`src/hw/rtl/sed_pkg.sv`:
```
// Package for the string escape decoder: status codes, character codes
// and the result record passed from the decode core to the top level.
// No dependencies.
package sed_pkg;

    localparam int unsigned ByteW   = 8;
    localparam int unsigned StatusW = 2;

    typedef enum logic [StatusW-1:0] {
        ST_CHAR   = 2'd0,
        ST_END    = 2'd1,
        ST_BADESC = 2'd2,
        ST_BADDIG = 2'd3
    } t_status;

    localparam logic [ByteW-1:0] ChBackslash = 8'h5C;
    localparam logic [ByteW-1:0] ChDquote    = 8'h22;
    localparam logic [ByteW-1:0] ChSquote    = 8'h27;
    localparam logic [ByteW-1:0] ChDot       = 8'h2E;
    localparam logic [ByteW-1:0] ChLowT      = 8'h74;
    localparam logic [ByteW-1:0] ChLowR      = 8'h72;
    localparam logic [ByteW-1:0] ChLowN      = 8'h6E;
    localparam logic [ByteW-1:0] ChLowX      = 8'h78;
    localparam logic [ByteW-1:0] ChZero      = 8'h30;
    localparam logic [ByteW-1:0] ChNine      = 8'h39;
    localparam logic [ByteW-1:0] ChUpA       = 8'h41;
    localparam logic [ByteW-1:0] ChUpZ       = 8'h5A;
    localparam logic [ByteW-1:0] ChTab       = 8'h09;
    localparam logic [ByteW-1:0] ChCr        = 8'h0D;
    localparam logic [ByteW-1:0] ChLf        = 8'h0A;
    localparam logic [ByteW-1:0] DigitBias   = 8'd10;

    typedef struct packed {
        logic             emit;
        logic [ByteW-1:0] out_byte;
        t_status          status;
    } t_sed_result;

endpackage

```
`src/hw/rtl/sed_core.sv`:
```
// Decode core of the string escape decoder: holds the phase and the first
// hex digit, and decodes one byte per enabled cycle.
// Depends on sed_pkg.
module sed_core (
    input  logic                       i_clk,
    input  logic                       i_rst_n,
    input  logic                       i_en,
    input  logic [sed_pkg::ByteW-1:0]  i_byte,
    input  logic                       i_last,
    output sed_pkg::t_sed_result       o_result
);
    import sed_pkg::*;

    typedef enum logic [2:0] {
        PH_OPEN = 3'd0,
        PH_BODY = 3'd1,
        PH_ESC  = 3'd2,
        PH_HEX1 = 3'd3,
        PH_HEX2 = 3'd4,
        PH_ERR  = 3'd5
    } t_phase;

    t_phase      r_phase, n_phase;
    logic [3:0]  r_hex_high, n_hex_high;
    logic        is_digit;
    logic [5:0]  digit_val;
    logic [ByteW-1:0] diff;

    // Base-36 digit value: '0'-'9' give 0-9, 'A'-'Z' give 10-35.
    always_comb begin
        diff      = '0;
        is_digit  = 1'b0;
        digit_val = '0;
        if (i_byte >= ChZero && i_byte <= ChNine) begin
            diff      = i_byte - ChZero;
            is_digit  = 1'b1;
            digit_val = diff[5:0];
        end else if (i_byte >= ChUpA && i_byte <= ChUpZ) begin
            diff      = i_byte - ChUpA + DigitBias;
            is_digit  = 1'b1;
            digit_val = diff[5:0];
        end
    end

    always_comb begin
        n_phase    = r_phase;
        n_hex_high = r_hex_high;
        o_result   = '{emit: 1'b0, out_byte: '0, status: ST_CHAR};
        unique case (r_phase)
            PH_OPEN: begin
                if (i_last) begin
                    o_result.emit   = 1'b1;
                    o_result.status = ST_END;
                end else begin
                    n_phase = PH_BODY;
                end
            end
            PH_BODY: begin
                if (i_last) begin
                    n_phase         = PH_OPEN;
                    o_result.emit   = 1'b1;
                    o_result.status = ST_END;
                end else if (i_byte == ChBackslash) begin
                    n_phase = PH_ESC;
                end else begin
                    o_result.emit     = 1'b1;
                    o_result.out_byte = i_byte;
                end
            end
            PH_ESC: begin
                if (i_last) begin
                    n_phase         = PH_OPEN;
                    o_result.emit   = 1'b1;
                    o_result.status = ST_BADESC;
                end else begin
                    n_phase       = PH_BODY;
                    o_result.emit = 1'b1;
                    unique case (i_byte)
                        ChLowT:      o_result.out_byte = ChTab;
                        ChLowR:      o_result.out_byte = ChCr;
                        ChLowN:      o_result.out_byte = ChLf;
                        ChBackslash: o_result.out_byte = ChBackslash;
                        ChDquote:    o_result.out_byte = ChDquote;
                        ChSquote:    o_result.out_byte = ChSquote;
                        ChDot:       o_result.emit = 1'b0;
                        ChLowX: begin
                            o_result.emit = 1'b0;
                            n_phase       = PH_HEX1;
                        end
                        default: begin
                            n_phase         = PH_ERR;
                            o_result.status = ST_BADESC;
                        end
                    endcase
                end
            end
            PH_HEX1, PH_HEX2: begin
                if (i_last) begin
                    n_phase         = PH_OPEN;
                    o_result.emit   = 1'b1;
                    o_result.status = ST_BADESC;
                end else if (!is_digit) begin
                    n_phase         = PH_ERR;
                    o_result.emit   = 1'b1;
                    o_result.status = ST_BADDIG;
                end else if (r_phase == PH_HEX1) begin
                    n_hex_high = digit_val[3:0];
                    n_phase    = PH_HEX2;
                end else begin
                    // The second digit is ORed in whole, so values above 15 spill up.
                    n_phase           = PH_BODY;
                    o_result.emit     = 1'b1;
                    o_result.out_byte = {r_hex_high, 4'h0} | {2'b00, digit_val};
                end
            end
            default: begin
                if (i_last) begin
                    n_phase         = PH_OPEN;
                    o_result.emit   = 1'b1;
                    o_result.status = ST_END;
                end else begin
                    n_phase = PH_ERR;
                end
            end
        endcase
    end

    always_ff @(posedge i_clk) begin
        if (!i_rst_n) begin
            r_phase    <= PH_OPEN;
            r_hex_high <= '0;
        end else if (i_en) begin
            r_phase    <= n_phase;
            r_hex_high <= n_hex_high;
        end
    end

endmodule

```
`src/hw/rtl/string_escape_decoder.sv`:
```
// Top level of the string escape decoder: input register, decode core and
// result register on stream handshakes.
// Depends on sed_pkg and sed_core.
//
//   Channel   Direction  Payload
//   s_axis    in         tdata[7:0] data_byte, tlast is_last
//   m_axis    out        tdata[7:0] out_byte, tuser[1:0] status
//
// One byte is accepted per cycle unless m_axis stalls. Its result, if any, is
// put on m_axis when the result register loads the decode of the input
// register. Bytes that decode to nothing (the opening quote, a
// backslash, the letter of a \x or \. escape, the first \x digit and bytes
// dropped after an error) leave no result.
// Synchronous active-low reset returns the decoder to waiting for an opening
// quote. A stall on m_axis holds the result register and backs up into the
// input register, which then drops s_axis_tready.
module string_escape_decoder (
    input  logic        i_clk,
    input  logic        i_rst_n,
    input  logic        s_axis_tvalid,
    output logic        s_axis_tready,
    input  logic [7:0]  s_axis_tdata,   // [7:0] data_byte
    input  logic        s_axis_tlast,
    output logic        m_axis_tvalid,
    input  logic        m_axis_tready,
    output logic [7:0]  m_axis_tdata,   // [7:0] out_byte
    output logic [1:0]  m_axis_tuser    // [1:0] status
);
    import sed_pkg::*;

    logic             r_in_valid;
    logic [ByteW-1:0] r_in_byte;
    logic             r_in_last;
    logic             r_out_valid;
    logic [ByteW-1:0] r_out_byte;
    t_status          r_out_status;
    logic             advance;
    t_sed_result      result;

    assign advance       = r_in_valid && (!r_out_valid || m_axis_tready);
    assign s_axis_tready = !r_in_valid || advance;

    sed_core u_core (
        .i_clk    (i_clk),
        .i_rst_n  (i_rst_n),
        .i_en     (advance),
        .i_byte   (r_in_byte),
        .i_last   (r_in_last),
        .o_result (result)
    );

    always_ff @(posedge i_clk) begin
        if (!i_rst_n) begin
            r_in_valid <= 1'b0;
        end else if (s_axis_tvalid && s_axis_tready) begin
            r_in_valid <= 1'b1;
        end else if (advance) begin
            r_in_valid <= 1'b0;
        end
        if (s_axis_tvalid && s_axis_tready) begin
            r_in_byte <= s_axis_tdata;
            r_in_last <= s_axis_tlast;
        end
    end

    always_ff @(posedge i_clk) begin
        if (!i_rst_n) begin
            r_out_valid <= 1'b0;
        end else if (advance && result.emit) begin
            r_out_valid <= 1'b1;
        end else if (m_axis_tready) begin
            r_out_valid <= 1'b0;
        end
        if (advance && result.emit) begin
            r_out_byte   <= result.out_byte;
            r_out_status <= result.status;
        end
    end

    assign m_axis_tvalid = r_out_valid;
    assign m_axis_tdata  = r_out_byte;
    assign m_axis_tuser  = r_out_status;

endmodule
```
`config.mk`:
```
export PLATFORM = sky130hd
export DESIGN_NAME = string_escape_decoder
export DESIGN_NICKNAME = d
export VERILOG_FILES = /design/src/hw/rtl/sed_pkg.sv /design/src/hw/rtl/sed_core.sv /design/src/hw/rtl/string_escape_decoder.sv
export SDC_FILE = /design/constraint.sdc
export NUM_CORES = 1
export LEC_CHECK = 0
export ABC_AREA = 0
export BUFFER_PORTS_ARGS = -buffer_cell sky130_fd_sc_hd__buf_4
export CAP_MARGIN = 20
export CELL_PAD_IN_SITES_DETAIL_PLACEMENT = 0
export CELL_PAD_IN_SITES_GLOBAL_PLACEMENT = 1
export CORE_ASPECT_RATIO = 0.8
export CORE_MARGIN = 2
export CORE_UTILIZATION = 30
export DETAILED_ROUTE_END_ITERATION = 8
export GPL_TIMING_DRIVEN = 0
export HOLD_SLACK_MARGIN = 0.12
export PLACE_DENSITY = 0.57
export SYNTH_ARGS = -nofsm -noshare
export SYNTH_HDL_FRONTEND = slang
export SYNTH_SLANG_ARGS = --single-unit
```
`constraint.sdc`:
```
create_clock -name i_clk -period 5.3 [get_ports i_clk]
set_input_delay 1.06 -clock i_clk [delete_from_list [all_inputs] [get_ports i_clk]]
set_output_delay 1.06 -clock i_clk [all_outputs]
set_load 0.05 [all_outputs]
```
==> results of run 1 <==
cell families after synthesis:
group | Yosys count | synth area share
adders and majority gates | 9 | 0.0620
AOI/OAI and AO/OA | 55 | 0.203
DFF | 28 | 0.414
and+or+nand+nor | 93 | 0.274
buffers and inverters | 16 | 0.0338
xor gates and xnor gates | 3 | 0.0145
sequential cells by signal, indices dropped and copies added (netlist names):
| signal | flops |
|---|---|
| r_in_valid | 1 |
| u_core.r_hex_high | 4 |
| m_axis_tvalid | 1 |
| m_axis_tuser | 2 |
| m_axis_tdata | 8 |
| u_core.r_phase | 3 |
| r_in_byte | 8 |
| r_in_last | 1 |
cell usage after synthesis (2+ instances only):
cell type / number
sky130_fd_sc_hd__a21oi_1: 11
sky130_fd_sc_hd__a221o_1: 2
sky130_fd_sc_hd__a31oi_1: 3
sky130_fd_sc_hd__and2_1: 6
sky130_fd_sc_hd__and3_1: 2
sky130_fd_sc_hd__clkbuf_1: 7
sky130_fd_sc_hd__dfxtp_1: 9
sky130_fd_sc_hd__edfxtp_1: 19
sky130_fd_sc_hd__ha_1: 9
sky130_fd_sc_hd__inv_1: 8
sky130_fd_sc_hd__nand2_1: 20
sky130_fd_sc_hd__nand2b_1: 4
sky130_fd_sc_hd__nand3_1: 6
sky130_fd_sc_hd__nand4_1: 5
sky130_fd_sc_hd__nor2_1: 18
sky130_fd_sc_hd__nor2b_1: 9
sky130_fd_sc_hd__nor3_1: 6
sky130_fd_sc_hd__nor3b_1: 3
sky130_fd_sc_hd__nor4bb_1: 2
sky130_fd_sc_hd__o211a_1: 3
sky130_fd_sc_hd__o211ai_1: 4
sky130_fd_sc_hd__o21ai_0: 18
sky130_fd_sc_hd__o22ai_1: 2
sky130_fd_sc_hd__o31ai_1: 2
sky130_fd_sc_hd__or3_1: 4
sky130_fd_sc_hd__or4_1: 2
sky130_fd_sc_hd__xnor2_1: 3
how the worst min path moves through the flow:
stage | to | slack, ps | cells past startpoint
2_1_floorplan | u_core.r_hex_high[3] | 430 | 2
3_3_place_gp | u_core.r_hex_high[3] | 460 | 2
3_5_place_dp | u_core.r_hex_high[3] | 460 | 2
4_1_cts | u_core.r_hex_high[3] | 470 | 2
5_1_grt | u_core.r_hex_high[3] | 510 | 2
6_report | u_core.r_hex_high[3] | 470 | 2
worst max-delay path, delay by kind of cell (launching register included):
family / cells / cell delay (ps)
AND/OR/NAND/NOR: 2 / 760
adder cells (fa/ha/maj): 1 / 320
buffers and inverters: 1 / 230
flip-flops: 1 / 580
AO/OA/AOI/OAI: 4 / 1210
cell type report:
cell class | instances | area [um^2] | share of cell area
Multi-Input combinational cell | 160 | 1000 | 0.466
Sequential cell | 28 | 751 | 0.349
Timing Repair Buffer | 24 | 180 | 0.0837
Tap cell | 81 | 101 | 0.0471
Clock buffer | 4 | 55.1 | 0.0256
Buffer | 8 | 31.3 | 0.0145
Inverter | 8 | 30.0 | 0.0140
routing by layer:
metal | global-route usage | vias up | part of all wire
li1 | - | 806 | -
met1 | 0.227 | 716 | 0.51
met2 | 0.227 | 42 | 0.43
met3 | 0.0297 | 2 | 0.052
met4 | 0.0202 | 0 | 0.0034
met5 | 0 | - | 0
through the flow:
stage / utilization / instance area, um^2 / total power [mW] / std cells
finish: 0.366 / 2150 / 0.462 / 313
global route: 0.366 / 2150 / 0.484 / 313
global placement: 0.357 / 2100 / 0.336 / 309
floorplan: - / 1820 / 0.306 / 204
CTS: 0.366 / 2150 / 0.468 / 313
detailed placement: 0.357 / 2100 / 0.335 / 309
report_power, final:
| part | switching [mW] | total, mW | leakage [nW] | internal (mW) |
|---|---|---|---|---|
| sequential | 0.00976 | 0.252 | 0.249 | 0.242 |
| clock | 0.0657 | 0.132 | 0.0288 | 0.0665 |
| combinational | 0.0482 | 0.0774 | 0.531 | 0.0291 |
| total | 0.124 | 0.462 | 0.809 | 0.338 |
==> summary.md, run 1 <==
| Metric | Value |
|---|---|
| Avg Inst Size Synth | `8.90 um^2` |
| Die Y | `between 70 and 80 um` |
| Leakage power total | `0.809 nW` |
| Number of sinks on the clock net | `28` |
| Commonest non-fill, non-tap cell in the layout | `sky130_fd_sc_hd__buf_4` |
| Relative slew slack | `0.443` |
| Top_reg_cell synth | `sky130_fd_sc_hd__edfxtp_1` |
| Largest stage delay, worst path | `650 ps` |
| Final setup violation count | `0` |
| Time the worst path needs with I/O delays and setup | `3470 ps` |
| First-pass GRT wire length | `slightly below 8000 um` |
| Number of buffers created by CTS | `3` |
| Sum of routed wire length over all layers | `around 4700 um` |
| Number of instances in the synthesized netlist | `204` |
| Post-route fraction of the period consumed by the critical path | `0.655` |
| Via count | `1,566` |
| Share of flip-flops with an asynchronous set or reset | `0` |
| Setup slack after layout | `between 1500 and 2000 ps` |
| Worst hold path class | `register to register` |
| Yosys reg bits | `28` |
| CTS tree | `done` |
| Area of the core | `a little under 0.006 mm^2` |
| Critical Path End Type | `register` |
| I/O pin count | `25` |
| Worst Hold Margin | `about 470 ps` |
| Number of buffers between clock root and the deepest sink | `2` |
| Critical-path top delay cell | `sky130_fd_sc_hd__nor2_1` |
| Final RePlAce weighted congestion | `0.800` |
| Count of cell types in the netlist | `44` |
| Port Buf Inserts | `24` |
| Number of synthesized flops with an enable pin | `19` |
| Total iterations of the first detailed-routing run | `4` |
| Number of nets in the synthesized netlist | `226` |
| Yosys synthesis warning count | `0` |
| Clock latency of the later-clocked register in the worst-skew pair | `around 280 ps` |
| Number of global-route vias before repair | `between 1,000 and 1,500` |
| Top library cells by usage in the layout, fill and taps aside | `sky130_fd_sc_hd__buf_4 (24), sky130_fd_sc_hd__nand2_1 (20), sky130_fd_sc_hd__edfxtp_1 (19)` |
| Clock Pin Slew Worst Setup and Hold Paths | `100 ps` |
| Hold path startpoint | `u_core.r_hex_high[3]` |
| Worst Skew | `7.26 ps` |
| Antenna diode count | `0` |
| Count of endpoints failing hold in the final timing report | `0` |
| Post-route DRC violation count | `0` |
| Via-per-instance ratio | `around 5` |
| Total track usage | `0.150` |
| DRC violation total after the first TritonRoute iteration | `64` |
| Cell area after synthesis | `0.00182 mm^2` |
| Crit. Startpoint | `r_in_byte[0]` |
| Routed length per instance | `15.1 um` |
| Remaining antenna violation count after routing | `0` |
| Number of hold-repair buffers added at the cts stage | `0` |
| Slew at the pin closest to its max-slew limit | `~830 ps` |
| Syn-to-layout area delta | `18.5%` |
| Post-DP HPWL | `3640 um` |
| Leading area contributor after synthesis | `sky130_fd_sc_hd__edfxtp_1` |
| Series of cell instances along the critical path | `inv_1 -> ha_1 -> o21ba_2 -> o21ai_0 -> nand2_1 -> o22ai_1 -> a21oi_1 -> nor2_1` |
| Startpoint types | `register` |
| Cell chosen for the clock root | `sky130_fd_sc_hd__clkbuf_8` |
| Achievable frequency | `about 290 MHz` |
| R2R Setup Slk | `1830 ps` |
| Max-slew violation count | `0` |
| Worst-case vdd ir drop | `113 uV` |
| Proportion of netlist area held by the largest area contributor | `0.314` |
| Maximum number of pins on one net before global-route repair | `16` |
| Part of the Yosys area used for sequential elements | `0.414` |
| Final #Nets | `roughly 260` |
| Max-Cap Viols | `0` |
| Arrival @ worst endpoint | `between 3000 and 4000 ps` |
| Critical path fanouts, max | `10` |
| P per Cell Area | `~210 mW/mm^2` |
| Run status | `finished, final reports clean` |
| Depth of the worst register-to-register path | `8` |
| Critical path class | `register to register` |
| Sum of negative setup slack | `0 ps` |
| Data required time at the worst endpoint | `5220 ps` |
| Overall die width | `91.0 um` |
| Number of antenna violations at the first check in global routing | `0` |
| Crit path to | `m_axis_tdata[3]` |
| Proportion of layout cells with a drive suffix above 1 | `0.142` |
| Start of the worst register-to-register path | `r_in_byte[0]` |
| Cell row count | `25` |
| Reg2reg end | `m_axis_tdata[3]` |
| Global route total overflow | `0` |
| Filler cell count in the final layout | `634` |
| Placement-stage worst setup slack | `1770 ps` |
| Max H-tree Level | `1` |
| PostCTS Resize Cnt | `0` |
| Most area-consuming cells after synthesis | `sky130_fd_sc_hd__edfxtp_1 (31%), sky130_fd_sc_hd__dfxtp_1 (9.9%), sky130_fd_sc_hd__ha_1 (6.2%)` |
| Buffers inserted during post-CTS setup optimization | `0` |
| Initial core utilization | `0.309` |
| Die Outline Area | `~0.0067 mm^2` |
| Unrepaired setup endpoints after global routing | `false` |
Power figures use the tool's default switching activity.
==> run 2, diff against run 1 <==
PLACE_DENSITY = 0.6   (was 0.57)
clock period = 3.1 ns   (was 5.3 ns; I/O delays follow)
==> summary.md, run 2 (synthesis results as in run 1) <==
| Metric | Value |
|---|---|
| Run status | `finished, final reports clean` |
| Overall die width | `91.0 um (unchanged)` |
| Post-route core utilization | `0.371 (+0.00468)` |
| Depth of the worst register-to-register path | `8 (unchanged)` |
| Max H-tree Level | `1 (unchanged)` |
| Sum of routed wire length over all layers | `4610 um (-2.4%)` |
| Syn-to-layout area delta | `20.1%` |
| Achievable frequency | `346 MHz (+20%)` |
| First-pass GRT wire length | `7330 um (-6.3%)` |
| Number of buffers created by CTS | `3 (unchanged)` |
| CTS tree | `done` |
| Port Buf Inserts | `24 (unchanged)` |
| Critical path fanouts, max | `10 (unchanged)` |
| Cell row count | `25 (unchanged)` |
| Die Outline Area | `0.00669 mm^2 (unchanged)` |
| Startpoint types | `register` |
| I/O pin count | `25 (unchanged)` |
| Crit path max-delay family | `compound AO/OA/AOI/OAI gates` |
| Relative slew slack | `0.579 (+0.137)` |
| Via-per-instance ratio | `4.98 (-0.45%)` |
| Number of global-route vias before repair | `1,418 (-5.2%)` |
| Largest stage delay, worst path | `590 ps (-60 ps)` |
| Cell chosen for the clock root | `sky130_fd_sc_hd__clkbuf_8` |
| Post-route DRC violation count | `0 (unchanged)` |
| Total iterations of the first detailed-routing run | `4 (unchanged)` |
| Data required time at the worst endpoint | `3130 ps (-2090 ps)` |
| Filler cell count in the final layout | `635 (+0.16%)` |
| Count of endpoints failing hold in the final timing report | `0 (unchanged)` |
| CP Depth | `8 (unchanged)` |
| Hold Path Depth | `2 (unchanged)` |
| Clock latency of the later-clocked register in the worst-skew pair | `280 ps (about the same)` |
| Global route total overflow | `0 (unchanged)` |
| Final #Nets | `255 (unchanged)` |
| Routed length per instance | `14.7 um (-2.4%)` |
| Leakage power total | `0.817 nW (+0.95%)` |
| Number of antenna violations at the first check in global routing | `0 (unchanged)` |
| Max-slew violation count | `0 (unchanged)` |
| Slew at the pin closest to its max-slew limit | `630 ps (-203 ps)` |
| Worst-case vdd ir drop | `169 uV (+50%)` |
| Count of buffering cells on the critical path with inverters included | `1 (unchanged)` |
| Clock Pin Slew Worst Setup and Hold Paths | `100 ps (about the same)` |
| Commonest non-fill, non-tap cell in the layout | `sky130_fd_sc_hd__buf_4` |
| Arrival @ worst endpoint | `2920 ps (-470 ps)` |
| Die Y | `73.6 um (unchanged)` |
| Initial core utilization | `0.309 (unchanged)` |
| Placement-stage worst setup slack | `-418 ps (-2190 ps)` |
| Critical path class | `register to register` |
| Final RePlAce weighted congestion | `0.827 (+3.4%)` |
| Area of the core | `0.00588 mm^2 (unchanged)` |
| Post-DP HPWL | `3510 um (-3.7%)` |
| Number of buffers between clock root and the deepest sink | `2 (unchanged)` |
| Post-route fraction of the period consumed by the critical path | `0.931 (+0.276)` |
| DRC violation total after the first TritonRoute iteration | `139 (+120%)` |
| Series of cell instances along the critical path | `inv_1 -> ha_1 -> nor2b_1 -> and3_1 -> a311oi_4 -> o22ai_1 -> a21oi_1 -> nor2_4` |
| Proportion of layout cells with a drive suffix above 1 | `0.151 (+0.00862)` |
| FF+latch area | `751 um^2 (unchanged)` |
| Setup slack after layout | `213 ps (-1610 ps)` |
| Critical-path top delay cell | `sky130_fd_sc_hd__edfxtp_1` |
| Number of sinks on the clock net | `28 (unchanged)` |
| Worst hold path class | `register to register` |
| Via count | `1,559 (-0.45%)` |
| Remaining antenna violation count after routing | `0 (unchanged)` |
| Max-Cap Viols | `0 (unchanged)` |
| Antenna diode count | `0 (unchanged)` |
| Total track usage | `0.140 (-0.0102)` |
| Combined area of the multi-input logic cells | `0.00101 mm^2 (+1.1%)` |
| Unrepaired setup endpoints after global routing | `false` |
| Top library cells by usage in the layout, fill and taps aside | `sky130_fd_sc_hd__buf_4 (24), sky130_fd_sc_hd__nand2_1 (20), sky130_fd_sc_hd__edfxtp_1 (19)` |
| Time the worst path needs with I/O delays and setup | `2890 ps (-586 ps)` |
| Final setup violation count | `0 (unchanged)` |
| Maximum number of pins on one net before global-route repair | `17 (+1)` |
| Worst Skew | `10.7 ps (+3.49 ps)` |
| Critical Path End Type | `register` |
| P per Cell Area | `390 mW/mm^2 (+82%)` |
run 2: cell types whose count changed in the layout (fill, tap and decap cells not counted), sizes merged:
cell | before | now
clkbuf | 11 | 10
bufinv | 0 | 1
run 2: cell type report:
class,count,share of cell area
Inverter,8,0.0138
Clock buffer,3,0.0189
Sequential cell,28,0.344
Tap cell,81,0.0465
Timing Repair Buffer,24,0.0827
Buffer,8,0.0144
Clock inverter,1,0.0138
Multi-Input combinational cell,160,0.466
run 2: final timing paths:
| check | start | end | slack [ps] |
|---|---|---|---|
| min | u_core.r_hex_high[3] | u_core.r_hex_high[3] | 470 |
| max reg2reg | r_in_byte[0] | m_axis_tdata[1] | 210 |
| max | r_in_byte[0] | m_axis_tdata[1] | 210 |
| min reg2reg | u_core.r_hex_high[3] | u_core.r_hex_high[3] | 470 |
run 2: layer usage:
metal  track usage  wire [um]  vias up
met1         0.213       2480      710
met4        0.0202         18        0
met3        0.0297        179        2
met5             0          0        -
li1              -          -      812
met2         0.207       1930       35
run 2: worst reg2reg max path, cell delays in order (launching register included):
cell                       delay, ps
sky130_fd_sc_hd__edfxtp_1        590
sky130_fd_sc_hd__inv_1           210
sky130_fd_sc_hd__ha_1            330
sky130_fd_sc_hd__nor2b_1         180
sky130_fd_sc_hd__and3_1          200
sky130_fd_sc_hd__a311oi_4        480
sky130_fd_sc_hd__o22ai_1         250
sky130_fd_sc_hd__a21oi_1         290
sky130_fd_sc_hd__nor2_4          120
run 2: per-stage QoR:
stage	hold WS (ps)	TNS (ps)	area, um^2	cells	total power, mW
6_report	471	0	2180	313	0.850
4_1_cts	469	0	2180	313	0.857
5_1_grt	498	0	2180	313	0.885
3_3_place_gp	446	-4940	2100	309	0.573
2_1_floorplan	428	0	1820	204	0.524
3_5_place_dp	448	-4180	2100	309	0.572
run 2: power breakdown:
group	switching (mW)	internal, mW
combinational	0.0839	0.0506
clock	0.112	0.173
sequential	0.0164	0.414
total	0.212	0.638
run 2: timing repair:
action                                  4_1_cts  5_1_grt
gates resized for setup                       3        1
setup buffers                                 0        0
endpoints found under the hold margin         0        0
hold buffers                                  0        0
pin swaps                                     0        0
endpoints found under the setup margin       10       10
==> run 3, diff against run 2 <==
REMOVE_ABC_BUFFERS = 1   (was not set)
==> summary.md, run 3 (synthesis results as in run 1) <==
| Metric | Value |
|---|---|
| Run status | `finished, final reports clean` |
| Startpoint types | `register` |
| Cell row count | `25 (unchanged)` |
| Cell chosen for the clock root | `sky130_fd_sc_hd__clkbuf_8` |
| Max-Cap Viols | `0 (unchanged)` |
| Series of cell instances along the critical path | `inv_1 -> ha_1 -> nor2b_1 -> and3_1 -> a311oi_4 -> o22ai_1 -> a21oi_1 -> nor2_4` |
| I/O pin count | `25 (unchanged)` |
| Data required time at the worst endpoint | `3140 ps (about the same)` |
| Final #Nets | `247 (-3.1%)` |
| Buffers inserted during post-CTS setup optimization | `0 (unchanged)` |
| Post-route DRC violation count | `0 (unchanged)` |
| Crit path max-delay family | `compound AO/OA/AOI/OAI gates` |
| Portion of total power attributed to combinational logic | `0.157 (about the same)` |
| CTS tree | `done` |
| Leakage power total | `0.798 nW (-2.3%)` |
| Routed length per instance | `15.1 um (+2.4%)` |
| Clk network pwr share | `0.287 (-0.048)` |
| Post-route fraction of the period consumed by the critical path | `0.937 (+0.00574)` |
| Die Y | `73.6 um (unchanged)` |
| Proportion of layout cells with a drive suffix above 1 | `0.152 (+0.000924)` |
| Share of total power consumed by net switching | `0.269 (+0.0194)` |
| Antenna diode count | `0 (unchanged)` |
| Worst Skew | `7.54 ps (-3.20 ps)` |
| Sum of routed wire length over all layers | `4600 um (-0.20%)` |
| Via-per-instance ratio | `5.09 (+2.2%)` |
| Final RePlAce weighted congestion | `0.822 (-0.54%)` |
| FF+latch area | `751 um^2 (unchanged)` |
| First-pass GRT wire length | `7510 um (+2.5%)` |
| Slew at the pin closest to its max-slew limit | `570 ps (-59.3 ps)` |
| Number of buffers created by CTS | `3 (unchanged)` |
| Global route total overflow | `0 (unchanged)` |
| Overall die width | `91.0 um (unchanged)` |
| Final setup violation count | `0 (unchanged)` |
| Total power consumption of the routed design | `789 uW (-7.2%)` |
| Combined area of the multi-input logic cells | `0.00101 mm^2 (unchanged)` |
| Arrival @ worst endpoint | `2940 ps (+20 ps)` |
| R2R Setup Slk | `200 ps (-20 ps)` |
| Critical path class | `register to register` |
| Final standard cell count with taps included and fillers excluded | `305 (-2.6%)` |
| Critical Path End Type | `register` |
| Placed Area | `0.00207 mm^2 (-1.5%)` |
| Sum of negative setup slack | `0 ps (unchanged)` |
| P per Cell Area | `370 mW/mm^2 (-5.1%)` |
| Area of the core | `0.00588 mm^2 (unchanged)` |
| Port Buf Inserts | `24 (unchanged)` |
| Max-slew violation count | `0 (unchanged)` |
| Worst Hold Margin | `471 ps (+0.485 ps)` |
| Number of hold-repair buffers added at the cts stage | `0 (unchanged)` |
| Filler cell count in the final layout | `633 (-0.31%)` |
| Clock latency of the later-clocked register in the worst-skew pair | `280 ps (about the same)` |
| Commonest non-fill, non-tap cell in the layout | `sky130_fd_sc_hd__buf_4` |
| Top library cells by usage in the layout, fill and taps aside | `sky130_fd_sc_hd__buf_4 (24), sky130_fd_sc_hd__nand2_1 (20), sky130_fd_sc_hd__edfxtp_1 (19)` |
| Worst hold path class | `register to register` |
| Critical path fanouts, max | `10 (unchanged)` |
| Remaining antenna violation count after routing | `0 (unchanged)` |
| Finished Cell Area | `0.00213 mm^2 (-2.2%)` |
| Unrepaired setup endpoints after global routing | `false` |
| Placed instance count | `301 (-2.6%)` |
| Die Outline Area | `0.00669 mm^2 (unchanged)` |
| Worst-case vdd ir drop | `226 uV (+34%)` |
| Switching power | `212 uW (about the same)` |
| Via count | `1,552 (-0.45%)` |
| Number of global-route vias before repair | `1,424 (+0.42%)` |
| Syn-to-layout area delta | `17.4%` |
| Count of endpoints failing hold in the final timing report | `0 (unchanged)` |
| Fraction of power consumed by sequential logic | `0.556 (+0.049)` |
| Number of sinks on the clock net | `28 (unchanged)` |
| Count of buffering cells on the critical path with inverters included | `1 (unchanged)` |
| Number of antenna violations at the first check in global routing | `0 (unchanged)` |
| Initial core utilization | `0.309 (unchanged)` |
| Total track usage | `0.146 (+0.00573)` |
| Relative slew slack | `0.620 (+0.0405)` |
| Clock Pin Slew Worst Setup and Hold Paths | `90 ps (about the same)` |
| Number of buffers between clock root and the deepest sink | `2 (unchanged)` |
| Maximum number of pins on one net before global-route repair | `17 (unchanged)` |
| Total iterations of the first detailed-routing run | `4 (unchanged)` |
| Max H-tree Level | `1 (unchanged)` |
| Post-DP HPWL | `3460 um (-1.5%)` |
| Largest stage delay, worst path | `570 ps (-20 ps)` |
| Internal power consumption | `577 uW (-9.6%)` |
| DRC violation total after the first TritonRoute iteration | `144 (+3.6%)` |
| Time the worst path needs with I/O delays and setup | `2900 ps (+17.8 ps)` |
| Critical-path top delay cell | `sky130_fd_sc_hd__edfxtp_1` |
| Achievable frequency | `344 MHz (-0.61%)` |
==> run 3: changes by cell type in the layout (fill, tap and decap cells not counted) <==
| cell | before | now |
|---|---|---|
| sky130_fd_sc_hd__clkbuf_8 | 3 | 4 |
| sky130_fd_sc_hd__bufinv_16 | 1 | 0 |
| sky130_fd_sc_hd__clkbuf_1 | 7 | 0 |
| sky130_fd_sc_hd__buf_2 | 1 | 0 |
==> run 3: path summary, 6_finish.rpt <==
| check | startpoint | to | depth (start not counted) |
|---|---|---|---|
| worst max-delay path | r_in_byte[0] | m_axis_tdata[2] | 8 |
| worst min-delay path | u_core.r_hex_high[3] | u_core.r_hex_high[3] | 2 |
| worst max register to register | r_in_byte[0] | m_axis_tdata[2] | 8 |
| worst min register to register | u_core.r_hex_high[3] | u_core.r_hex_high[3] | 2 |
==> run 3: per-stage QoR <==
stage | setup WS, ps | utilization
CTS | 158 | 0.362
global route | 4.05 | 0.363
detailed placement | -441 | 0.351
finish | 196 | 0.363
floorplan | 458 | -
global placement | -419 | 0.351
==> run 3: power by group through the flow <==
stage / clock, mW / combinational, mW / sequential, mW
floorplan: 0 / 0.0623 / 0.459
global placement: 0 / 0.123 / 0.448
detailed placement: 0 / 0.122 / 0.447
CTS: 0.239 / 0.124 / 0.439
global route: 0.249 / 0.136 / 0.442
finish: 0.227 / 0.124 / 0.438
==> run 3: what timing repair did <==
item,in CTS,in global routing
setup endpoints to repair,10,10
pin swaps,0,0
gates resized for setup,3,1
==> run 3: layer usage <==
| layer | part of all wire | vias up | global-route usage |
|---|---|---|---|
| met1 | 0.50 | 703 | 0.213 |
| met5 | 0 | - | 0 |
| met3 | 0.053 | 7 | 0.0308 |
| met4 | 0.020 | 0 | 0.0455 |
| met2 | 0.43 | 44 | 0.216 |
| li1 | - | 798 | - |
==> run 3: cell type report <==
cell class / instances / area share
Timing Repair Buffer: 24 / 0.0845
Inverter: 8 / 0.0141
Clock buffer: 4 / 0.0258
Multi-Input combinational cell: 160 / 0.476
Sequential cell: 28 / 0.352
Tap cell: 81 / 0.0475
==> run 3: tightest hold or removal path, stage by stage (launching register included) <==
cell	delay [ps]
sky130_fd_sc_hd__dfxtp_1	330
sky130_fd_sc_hd__nand2_1	60
sky130_fd_sc_hd__o21ai_1	50
